## config.mk

```make
export PLATFORM = sky130hd
export DESIGN_NAME = tsm_ram
export DESIGN_NICKNAME = d
export VERILOG_FILES = /design/src/sv/tsm_ram.sv
export SDC_FILE = /design/constraint.sdc
export NUM_CORES = 2
export LEC_CHECK = 0
export BUFFER_PORTS_ARGS = -buffer_cell sky130_fd_sc_hd__buf_2
export CORE_MARGIN = 2
export CORE_UTILIZATION = 57
export DETAILED_ROUTE_END_ITERATION = 12
export PLACE_DENSITY_LB_ADDON = 0.1
export SYNTH_ARGS = -nofsm -noshare
export SYNTH_HDL_FRONTEND = slang
export SYNTH_MEMORY_MAX_BITS = 65536
export SYNTH_SLANG_ARGS = --single-unit
```

## constraint.sdc

```tcl
create_clock -name aclk -period 5.75 [get_ports aclk]
set_input_delay 0.575 -clock aclk [delete_from_list [all_inputs] [get_ports aclk]]
set_output_delay 0.575 -clock aclk [all_outputs]
set_load 0.03 [all_outputs]
```

## src/sv/tsm_ram.sv

```systemverilog
// Generic single-port-write, single-port-read RAM with registered read data.
module tsm_ram #(
    parameter int unsigned WIDTH = 65,
    parameter int unsigned DEPTH = 64
) (
    input  logic                     aclk,
    input  logic                     wr_en,
    input  logic [$clog2(DEPTH)-1:0] wr_addr,
    input  logic [WIDTH-1:0]         wr_data,
    input  logic [$clog2(DEPTH)-1:0] rd_addr,
    output logic [WIDTH-1:0]         rd_data
);
    logic [WIDTH-1:0] mem [DEPTH];

    always_ff @(posedge aclk) begin
        if (wr_en) begin
            mem[wr_addr] <= wr_data;
        end
        rd_data <= mem[rd_addr];
    end
endmodule

```

==> results.ini <==
[critical_path]
worstReg2RegEnd=rd_data[33]
worstSetupPathType=in2reg
crit_buf_inv=3
reg2reg_slack_ps=3850
max_stage_delay_ps=570
worstRegToRegCells=4
cp-start-kind=input port
timing.rr.start=mem[62][33]
worstPathMaxFanout=79
crit_chain=buf_8 > buf_12 > buf_4 > mux4_2 > a22oi_1 > nand3_1 > o211a_1
cp.arrival_ps=3590
worst_setup_path_end_kind=flip-flop
crit_family=buffers and inverters
critPathSlowestCell=buf_4
required_ps=6590

[logic_synthesis]
netlist_area_um2=158000
synthCells=6606
syn_nets=6685
syn_area_per_cell_um2=24.0
ys.warnings.count=0
ys_seq_area_frac=0.797
ys_types=27
ys_seq_elements=4225
ys.flop_type=edfxtp_1
synthArstFlopShare=0
synth_edf_count=4160

[global_routing]
antenna_found_initial=22
grt_pass1_vias=76300
gr-total-overflow=0
grt_util_all_layers=0.313
grt_pass1_wl_um=605000
grt_max_degree=110

[sta]
finalCritPeriodShare=0.478
hold_violations=0
tightest_slew_ps=1390
setup_viol=0
tns_ps=0
max_freq_mhz=364
rsz0062_at_grt=no
skew_ps=66.8
fin_crit_ps=2750
report.final.slew_viol_count=0
slew_headroom=0.0742

[floorplanning]
rows=193
die_area_um2=282000
initial_core_util=0.573
die_w_um=531
core_um2=276000
pin_count=144
die_h_um=531

[placed_design]
dpl_cell_area_um2=165000
port_buffers=143
place.gp.congestion=0.803
place_hpwl_um=232000

[final_layout]
layout-drive-gt1-share=0.285
stdcell_area_um2=178000
area_delta_synth_final_pct=12.7
final_nets=7119
fin_util=0.646

[cts]
cts_buffers=416
clkTransAtPathRegs_ps=60
cts_buffer_depth=4
cts.sinks=4225
htreeDepth=5
cts-root-buf=clkbuf_16
tritoncts=built
clk-insertion-delay-late_ps=980
post_cts_resized=0
cts_setup_buffers=0
hold_buffers=0

[route]
dr.pass1.iters=5
routed_wl_um=438000
wl_per_cell_um=39.4
viasPerCell=6.97
drtIter0Drc=10800
ant_nets=0
drcViolationCount=0
num_vias=77400

[power_and_ir_drop]
peakVddDrop_v=0.000311
power_density_nw_per_um2=359
finalPower_mw=64.0
total_leakage_power_nw=55.6

[outcome]
status=complete, no violations

[hold_path]
hold_path_depth=2
min_path_type=in2reg
hold_end=mem[49][40]
min_from=wr_addr[2]

[run]
maxCapViolCount=0

## worst max-delay path by stage
| stage | start | endpoint | slack [ps] | cells after the start |
|---|---|---|---|---|
| floorplan | wr_addr[5] | mem[39][0] | 1100 | 4 |
| global placement | rd_addr[1] | rd_data[39] | 2130 | 7 |
| detailed placement | rd_addr[1] | rd_data[39] | 2130 | 7 |
| CTS | rd_addr[1] | rd_data[39] | 3140 | 7 |
| global route | rd_addr[1] | rd_data[39] | 3020 | 7 |
| finish | rd_addr[1] | rd_data[39] | 3000 | 7 |
## flip-flops by register name, summed over array words and instances, names as in the netlist
signal,count
mem,4160
rd_data,65
## Yosys cell counts (18+ instances only)
master,instances,share of area
edfxtp_1,4160,0.79
mux4_2,1040,0.15
a22oi_1,260,0.012
buf_2,186,0.0059
o22ai_1,130,0.0051
clkbuf_1,120,0.0028
nand3_1,115,0.0036
nor2_1,112,0.0027
mux2i_1,103,0.0065
a211oi_1,65,0.0031
dfxtp_1,65,0.0082
o211a_1,65,0.0041
o221ai_1,46,0.0025
buf_4,37,0.0018
nand3b_1,25,0.0012
buf_1,18,0.00043
## layout make-up
class	count	area [um^2]
clock buffers	558	11300
fillers	17900	98000
clock inverters	213	2120
well taps	3705	4640
diodes	12	30.0
multi-input cells	2004	30800
repair buffers	393	3420
flip-flops and latches	4225	126000
## report_power, final
part	internal (mW)	switching, mW	leakage (nW)	total (mW)
sequential	34.1	0.133	38.0	34.2
clock	15.2	11.6	6.56	26.8
combinational	1.06	1.93	11.1	2.98
total	50.4	13.6	55.6	64.0
## cells in the final DEF (no fill, tap or decap), types with 65 or more instances in the layout
cell       count
buf_2        139
clkbuf_16    420
clkinv_2      80
clkinv_1      70
edfxtp_1    4160
a211oi_1      65
buf_4        188
mux4_2      1040
o211a_1       65
mux2i_1      103
clkbuf_1     112
dfxtp_1       65
nand3_1      114
o22ai_1      130
a22oi_1      260
## cell families (layout without fill, tap and decap cells)
kind of cell           Yosys count  count (layout)  share of synthesized area
AO/OA/AOI/OAI                  566             566                     0.0272
AND/OR/NAND/NOR                295             295                    0.00911
other                            0              12                          0
flip-flops                    4225            4225                      0.797
multiplexers                  1143            1143                      0.154
buffers and inverters          377            1164                     0.0120
## per-stage QoR
step	std cells	hold slack [ps]	worst slack, ps
6_report	11100	267	3000
5_1_grt	11100	253	3020
4_1_cts	11100	203	3140
3_5_place_dp	10300	814	2130
3_3_place_gp	10300	805	2130
2_1_floorplan	6606	674	1100
## per-layer routing
layer,GRT usage,part of all wire,vias to the layer above
met2,0.508,0.49,4489
met3,0.0458,0.095,774
met4,0.108,0.037,4
li1,-,-,29600
met1,0.444,0.37,42500
met5,0,0.00010,-
Power figures use the tool's default switching activity.
