--- src/sv/tsm_pkg.sv ---
// Package with opcodes, error codes, result kinds, sequencer states and ALU controls for the stack executor.
package tsm_pkg;

    localparam int unsigned STACK_DEPTH_DEF  = 64;
    localparam int unsigned ADDRESS_BITS_DEF = 16;
    localparam int unsigned VALUE_BITS       = 64;
    localparam int unsigned MODE_BITS        = 5;
    localparam int unsigned DEPTH_BITS       = 7;
    localparam int unsigned NEXT_ADDR_BITS   = 16;

    typedef enum logic [4:0] {
        OP_INVALID  = 5'd0,
        OP_EXIT     = 5'd1,
        OP_JUMP     = 5'd2,
        OP_JUMPF    = 5'd3,
        OP_IPUSH    = 5'd4,
        OP_IDUP     = 5'd5,
        OP_IDROP    = 5'd6,
        OP_ADD      = 5'd7,
        OP_SUB      = 5'd8,
        OP_MUL      = 5'd9,
        OP_DIV      = 5'd10,
        OP_MOD      = 5'd11,
        OP_LT       = 5'd12,
        OP_GT       = 5'd13,
        OP_IEQ      = 5'd14,
        OP_IPRINT   = 5'd15,
        OP_BPUSH    = 5'd16,
        OP_BDUP     = 5'd17,
        OP_BDROP    = 5'd18,
        OP_NOT      = 5'd19,
        OP_BEQ      = 5'd20,
        OP_BPRINT   = 5'd21
    } opcode_t;

    typedef enum logic [2:0] {
        ERR_NONE      = 3'd0,
        ERR_INVALID   = 3'd1,
        ERR_UNDERFLOW = 3'd2,
        ERR_OVERFLOW  = 3'd3,
        ERR_TAG       = 3'd4,
        ERR_DIVZERO   = 3'd5
    } err_t;

    typedef enum logic [1:0] {
        KIND_STEP  = 2'd0,
        KIND_PRINT = 2'd1,
        KIND_FINAL = 2'd2,
        KIND_EMPTY = 2'd3
    } kind_t;

    typedef enum logic [3:0] {
        ST_IDLE,
        ST_RD_TOP,
        ST_RD_WAIT,
        ST_RD_SEC,
        ST_EXEC,
        ST_ALU_WAIT,
        ST_WRITE,
        ST_OUT,
        ST_DUMP_RD,
        ST_DUMP_WAIT,
        ST_DUMP_OUT
    } state_t;

    typedef enum logic [1:0] {
        ALU_MUL  = 2'd0,
        ALU_DIV  = 2'd1,
        ALU_MOD  = 2'd2
    } alu_op_t;

    // Start request and status of the iterative multiply/divide unit.
    typedef struct packed {
        logic    start;
        alu_op_t op;
    } alu_ctl_t;

    typedef struct packed {
        logic busy;
        logic done;
    } alu_sts_t;

endpackage

--- src/sv/tsm_alu.sv ---
// Iterative multiply and divide unit, one bit per cycle.
module tsm_alu
    import tsm_pkg::*;
(
    input  logic                  aclk,
    input  logic                  aresetn,
    input  alu_ctl_t              ctl,
    input  logic [VALUE_BITS-1:0] a,
    input  logic [VALUE_BITS-1:0] b,
    output alu_sts_t              sts,
    output logic [VALUE_BITS-1:0] result
);
    localparam int unsigned CNT_BITS = $clog2(VALUE_BITS) + 1;

    logic                  busy_reg, busy_next;
    logic                  done_reg, done_next;
    logic [CNT_BITS-1:0]   cnt_reg, cnt_next;
    alu_op_t               op_reg, op_next;
    logic [VALUE_BITS-1:0] acc_reg, acc_next;     // product or remainder
    logic [VALUE_BITS-1:0] sh_reg, sh_next;       // multiplicand or dividend/quotient
    logic [VALUE_BITS-1:0] op_b_reg, op_b_next;   // multiplier or divisor magnitude
    logic                  neg_q_reg, neg_q_next;
    logic                  neg_r_reg, neg_r_next;
    logic [VALUE_BITS:0]   trial;
    logic [VALUE_BITS-1:0] rem_sh;
    logic [VALUE_BITS-1:0] mag_a, mag_b;

    assign mag_a = a[VALUE_BITS-1] ? (~a + 1'b1) : a;
    assign mag_b = b[VALUE_BITS-1] ? (~b + 1'b1) : b;
    assign rem_sh = {acc_reg[VALUE_BITS-2:0], sh_reg[VALUE_BITS-1]};
    assign trial  = {acc_reg[VALUE_BITS-1], rem_sh} - {1'b0, op_b_reg};

    always_comb begin
        busy_next  = busy_reg;
        done_next  = 1'b0;
        cnt_next   = cnt_reg;
        op_next    = op_reg;
        acc_next   = acc_reg;
        sh_next    = sh_reg;
        op_b_next  = op_b_reg;
        neg_q_next = neg_q_reg;
        neg_r_next = neg_r_reg;
        if (ctl.start && !busy_reg) begin
            busy_next  = 1'b1;
            cnt_next   = CNT_BITS'(VALUE_BITS);
            op_next    = ctl.op;
            acc_next   = '0;
            neg_q_next = a[VALUE_BITS-1] ^ b[VALUE_BITS-1];
            neg_r_next = a[VALUE_BITS-1];
            if (ctl.op == ALU_MUL) begin
                sh_next   = a;
                op_b_next = b;
            end else begin
                sh_next   = mag_a;
                op_b_next = mag_b;
            end
        end else if (busy_reg) begin
            if (op_reg == ALU_MUL) begin
                if (op_b_reg[0]) begin
                    acc_next = acc_reg + sh_reg;
                end
                sh_next   = {sh_reg[VALUE_BITS-2:0], 1'b0};
                op_b_next = {1'b0, op_b_reg[VALUE_BITS-1:1]};
            end else begin
                // Restoring division step; the top remainder bit may carry out.
                if (!trial[VALUE_BITS]) begin
                    acc_next = trial[VALUE_BITS-1:0];
                    sh_next  = {sh_reg[VALUE_BITS-2:0], 1'b1};
                end else begin
                    acc_next = rem_sh;
                    sh_next  = {sh_reg[VALUE_BITS-2:0], 1'b0};
                end
            end
            cnt_next = cnt_reg - 1'b1;
            if (cnt_reg == CNT_BITS'(1)) begin
                busy_next = 1'b0;
                done_next = 1'b1;
            end
        end
    end

    always_ff @(posedge aclk) begin
        if (!aresetn) begin
            busy_reg <= 1'b0;
            done_reg <= 1'b0;
            cnt_reg  <= '0;
        end else begin
            busy_reg <= busy_next;
            done_reg <= done_next;
            cnt_reg  <= cnt_next;
        end
        op_reg    <= op_next;
        acc_reg   <= acc_next;
        sh_reg    <= sh_next;
        op_b_reg  <= op_b_next;
        neg_q_reg <= neg_q_next;
        neg_r_reg <= neg_r_next;
    end

    always_comb begin
        unique case (op_reg)
            ALU_MUL: result = acc_reg;
            ALU_DIV: result = neg_q_reg ? (~sh_reg + 1'b1) : sh_reg;
            default: result = neg_r_reg ? (~acc_reg + 1'b1) : acc_reg;
        endcase
    end

    assign sts.busy = busy_reg;
    assign sts.done = done_reg;
endmodule

--- config.mk ---
export PLATFORM = sky130hd
export DESIGN_NAME = tsm_alu
export DESIGN_NICKNAME = d
export VERILOG_FILES = /design/src/sv/tsm_pkg.sv /design/src/sv/tsm_alu.sv
export SDC_FILE = /design/constraint.sdc
export NUM_CORES = 1
export LEC_CHECK = 0
export BUFFER_PORTS_ARGS = -buffer_cell sky130_fd_sc_hd__clkbuf_2
export CORE_AREA = 4 4 263 265
export DETAILED_ROUTE_END_ITERATION = 7
export DIE_AREA = 0 0 267 269
export GPL_TIMING_DRIVEN = 0
export PLACE_DENSITY_LB_ADDON = 0.12
export SYNTH_ARGS = -nofsm -noshare
export SYNTH_HDL_FRONTEND = slang
export SYNTH_SLANG_ARGS = --single-unit
--- constraint.sdc ---
create_clock -name aclk -period 6.17 [get_ports aclk]
set_input_delay 1.234 -clock aclk [delete_from_list [all_inputs] [get_ports aclk]]
set_output_delay 1.234 -clock aclk [all_outputs]
set_load 0.05 [all_outputs]
==> results.json <==
{
  "vias_per_cell": 5.76,
  "worstPathRequired_ns": 4.94,
  "nets_in_the_synthesized_netlist": 3307,
  "first_global_vias": 23300,
  "synth.cells.most_frequent": "nand2_1 (394), o21ai_0 (352), a21oi_1 (290)",
  "clock_path_buffers": 3,
  "timing.final.crit_period_ns": 6.05,
  "core_occupancy_in_the_finished_layout_pct": 38.3,
  "critPathMaxFanout": 10,
  "drt-wirelength-per-cell_um": 23.7,
  "worst_slew_margin_rel_pct": 9.74,
  "place.detailed.hpwl_um": 81200,
  "number_of_rows_created_at_floorplan": 95,
  "wirelength_um": 98700,
  "outcome": "complete, no violations",
  "max_cap_violations": 0,
  "finish.instance_area_sq_um": 25600,
  "drc": 0,
  "grt_first_pass_wirelength_um": 145000,
  "die_w_um": 267,
  "global_route.overflow_total": 0,
  "unrepaired_setup_endpoints_after_global_routing": "false",
  "clkSinkCount": 205,
  "placement.setup.worst_slack_ns": -0.414,
  "post-synth-top-count-cell": "nand2_1",
  "syn-instance-count": 3039,
  "placed_cell_area_sq_um": 24600,
  "fillerInstances": 7156,
  "finalNonFillerCells": 4163,
  "finalMaxSlewViolations": 0,
  "synth_area_leader_cell": "edfxtp_1",
  "antenna_violations_before_repair": 1,
  "avgSynthCellArea_sq_um": 7.40,
  "arrival_ns": 4.82,
  "critical-path-slowest-cell": "or4_4",
  "tritoncts.num_buffers": 26,
  "design.core.area_sq_um": 66800,
  "yosys.cell_types.count": 79,
  "port-buffer-count": 198,
  "clock_tree.htree_level_count": 1,
  "grt_max_degree": 65,
  "timing_worst_setup_path_type": "flip-flop to output port",
  "die_h_um": 269,
  "sequential_cell_area_sq_um": 5440,
  "ctsRootBufferMaster": "clkbuf_16",
  "worst_pin_slew_ns": 1.35,
  "slowest_delay_ns": 0.60,
  "synth_area_sq_um": 22500,
  "postSynth.topFlopCell": "edfxtp_1",
  "postLayoutSetupSlackWorst_ns": 0.118,
  "synth_largest_type_area_fraction_pct": 17.6,
  "post-place-cells": 4111,
  "multi_input_comb_area_sq_um": 16000,
  "report.final.setup_viol": 0,
  "final_layout_size_suffix_gt1_share_pct": 9.30,
  "async_reset_ff_share_pct": 0,
  "insertion_delay_ns": 0.58,
  "max_clock_freq_mhz": 165,
  "route.vias.total": 24000,
  "io_pins": 199,
  "finalWeightedCongestion": 0.925,
  "grt_usage_pct": 26.2,
  "initial_utilization_pct": 33.7,
  "final_net_count": 3539,
  "clk_pin_slew_ns": 0.06,
  "worst_clock_skew_ns": 0.0167,
  "yosys-top-cells-area": "edfxtp_1 (18%), o21ai_0 (7.8%), ha_1 (7.4%)",
  "cp_cell_sequence": "or4_4, or4_1, nor3_2, nand2_1, or3_1, or4_1, nor4_2, a31o_2, a21oi_1, o22ai_1, a21oi_1, clkbuf_4",
  "finalHoldViolations": 0,
  "synth_edf_count": 132,
  "timing.hold.worst.class": "flip-flop to flip-flop",
  "synth_sequential_area_ratio_pct": 24.1,
  "setup.worst_path.end_class": "output port",
  "startpoint_type": "flip-flop",
  "detail_route.first_pass.iterations": 6,
  "vdd.ir_drop.worst_mv": 0.190,
  "ys.warnings.count": 0,
  "design.die.area_sq_um": 71800,
  "number_of_antenna_violating_nets_in_the_routed_design": 0,
  "power.leakage_nw": 10.1,
  "antenna_cells_inserted": 0,
  "clock_tree_from_tritoncts": "done",
  "initialDrtViolationCount": 1863,
  "postSynthRegisterBits": 205,
  "layout_worst_path_cycle_share_pct": 98.1,
  "p_per_area_nw_per_um2": 432,
  "syn2layout_area_growth_pct": 13.7
}
## path summary, 6_finish.rpt
| kind | startpoint | end | slack [ns] | cells after the start |
|---|---|---|---|---|
| worst max-delay path | acc_reg[8] | result[60] | 0.12 | 12 |
| worst min-delay path | cnt_reg[1] | cnt_reg[1] | 0.48 | 2 |
| worst max register to register | sh_reg[63] | acc_reg[63] | 0.42 | 15 |
| worst min register to register | cnt_reg[1] | cnt_reg[1] | 0.48 | 2 |
## through the flow
stage          TNS, ns  total power [mW]  hold WS [ns]
5_1_grt              0              11.8         0.504
4_1_cts              0              10.9         0.487
3_3_place_gp   -124.42              9.26         0.462
6_report             0              11.1         0.483
2_1_floorplan        0              7.09         0.435
3_5_place_dp    -25.91              9.29         0.471
## cell families after synthesis
logic type / count (synthesis) / synth area share, %
adders and majority gates: 135 / 7.58
AOI/OAI and AO/OA: 1085 / 29.6
muxes: 21 / 0.957
buffers and inverters: 297 / 5.01
and+or+nand+nor: 987 / 20.8
DFF: 205 / 24.1
xor gates and xnor gates: 309 / 12.0
## metal layers
layer  track usage (%)  up-vias  wire length [um]
met2              43.3      815             44000
met3              2.08      169              4880
met1              36.0    11300             45800
met4              9.54        0              3980
li1                  -    11700                 -
met5                 0        -                 0
## where the power goes
| part | switching (mW) | internal [mW] | leakage [nW] | total (mW) |
|---|---|---|---|---|
| logic | 4.52 | 2.38 | 7.76 | 6.91 |
| clock network | 0.660 | 0.901 | 0.417 | 1.56 |
| registers | 0.779 | 1.80 | 1.93 | 2.58 |
| total | 5.96 | 5.09 | 10.1 | 11.1 |
## critical path: cells and delay by family, from the launching register on
kind,cells,cell delay [ns]
and+or+nand+nor,7,2.95
AOI/OAI and AO/OA,4,0.62
buffers and inverters,1,0.26
DFF,1,0.40
## cell usage in the layout (no fill, tap or decap), drive strengths merged, types with 10 or more instances in the layout
cell type,count
nand2,394
clkbuf,391
o21ai,354
a21oi,290
nor2,199
xnor2,177
ha,133
xor2,132
edfxtp,132
inv,119
dfxtp,73
nand3,65
nor3,63
a21o,56
o31ai,48
a31oi,44
nand4,44
o211ai,43
nand2b,39
o21bai,36
nor4,33
a211oi,32
o41ai,31
or3,28
buf,28
and3,26
or4,25
o22ai,22
o21a,21
nor2b,20
mux2i,17
and2,15
o221ai,13
or2,13
o311ai,10
a22oi,10
## repair_timing
item / in CTS / in global routing
setup endpoints to repair: 8 / 10
cloned: 0 / 0
resized for setup: 13 / 21
hold buffers: 0 / 0
pin swaps: 2 / 3
buffers inserted: 2 / 4
## area by class of cell
type | instances | area share (%)
clock inverter | 11 | 0.431
sequential | 205 | 21.3
tap | 873 | 4.27
multi-input combinational | 2537 | 62.6
clock buffer | 36 | 2.83
timing repair buffer | 205 | 4.22
inverter | 118 | 1.73
buffer | 178 | 2.66
No activity file was read; power rests on OpenSTA's default activity.
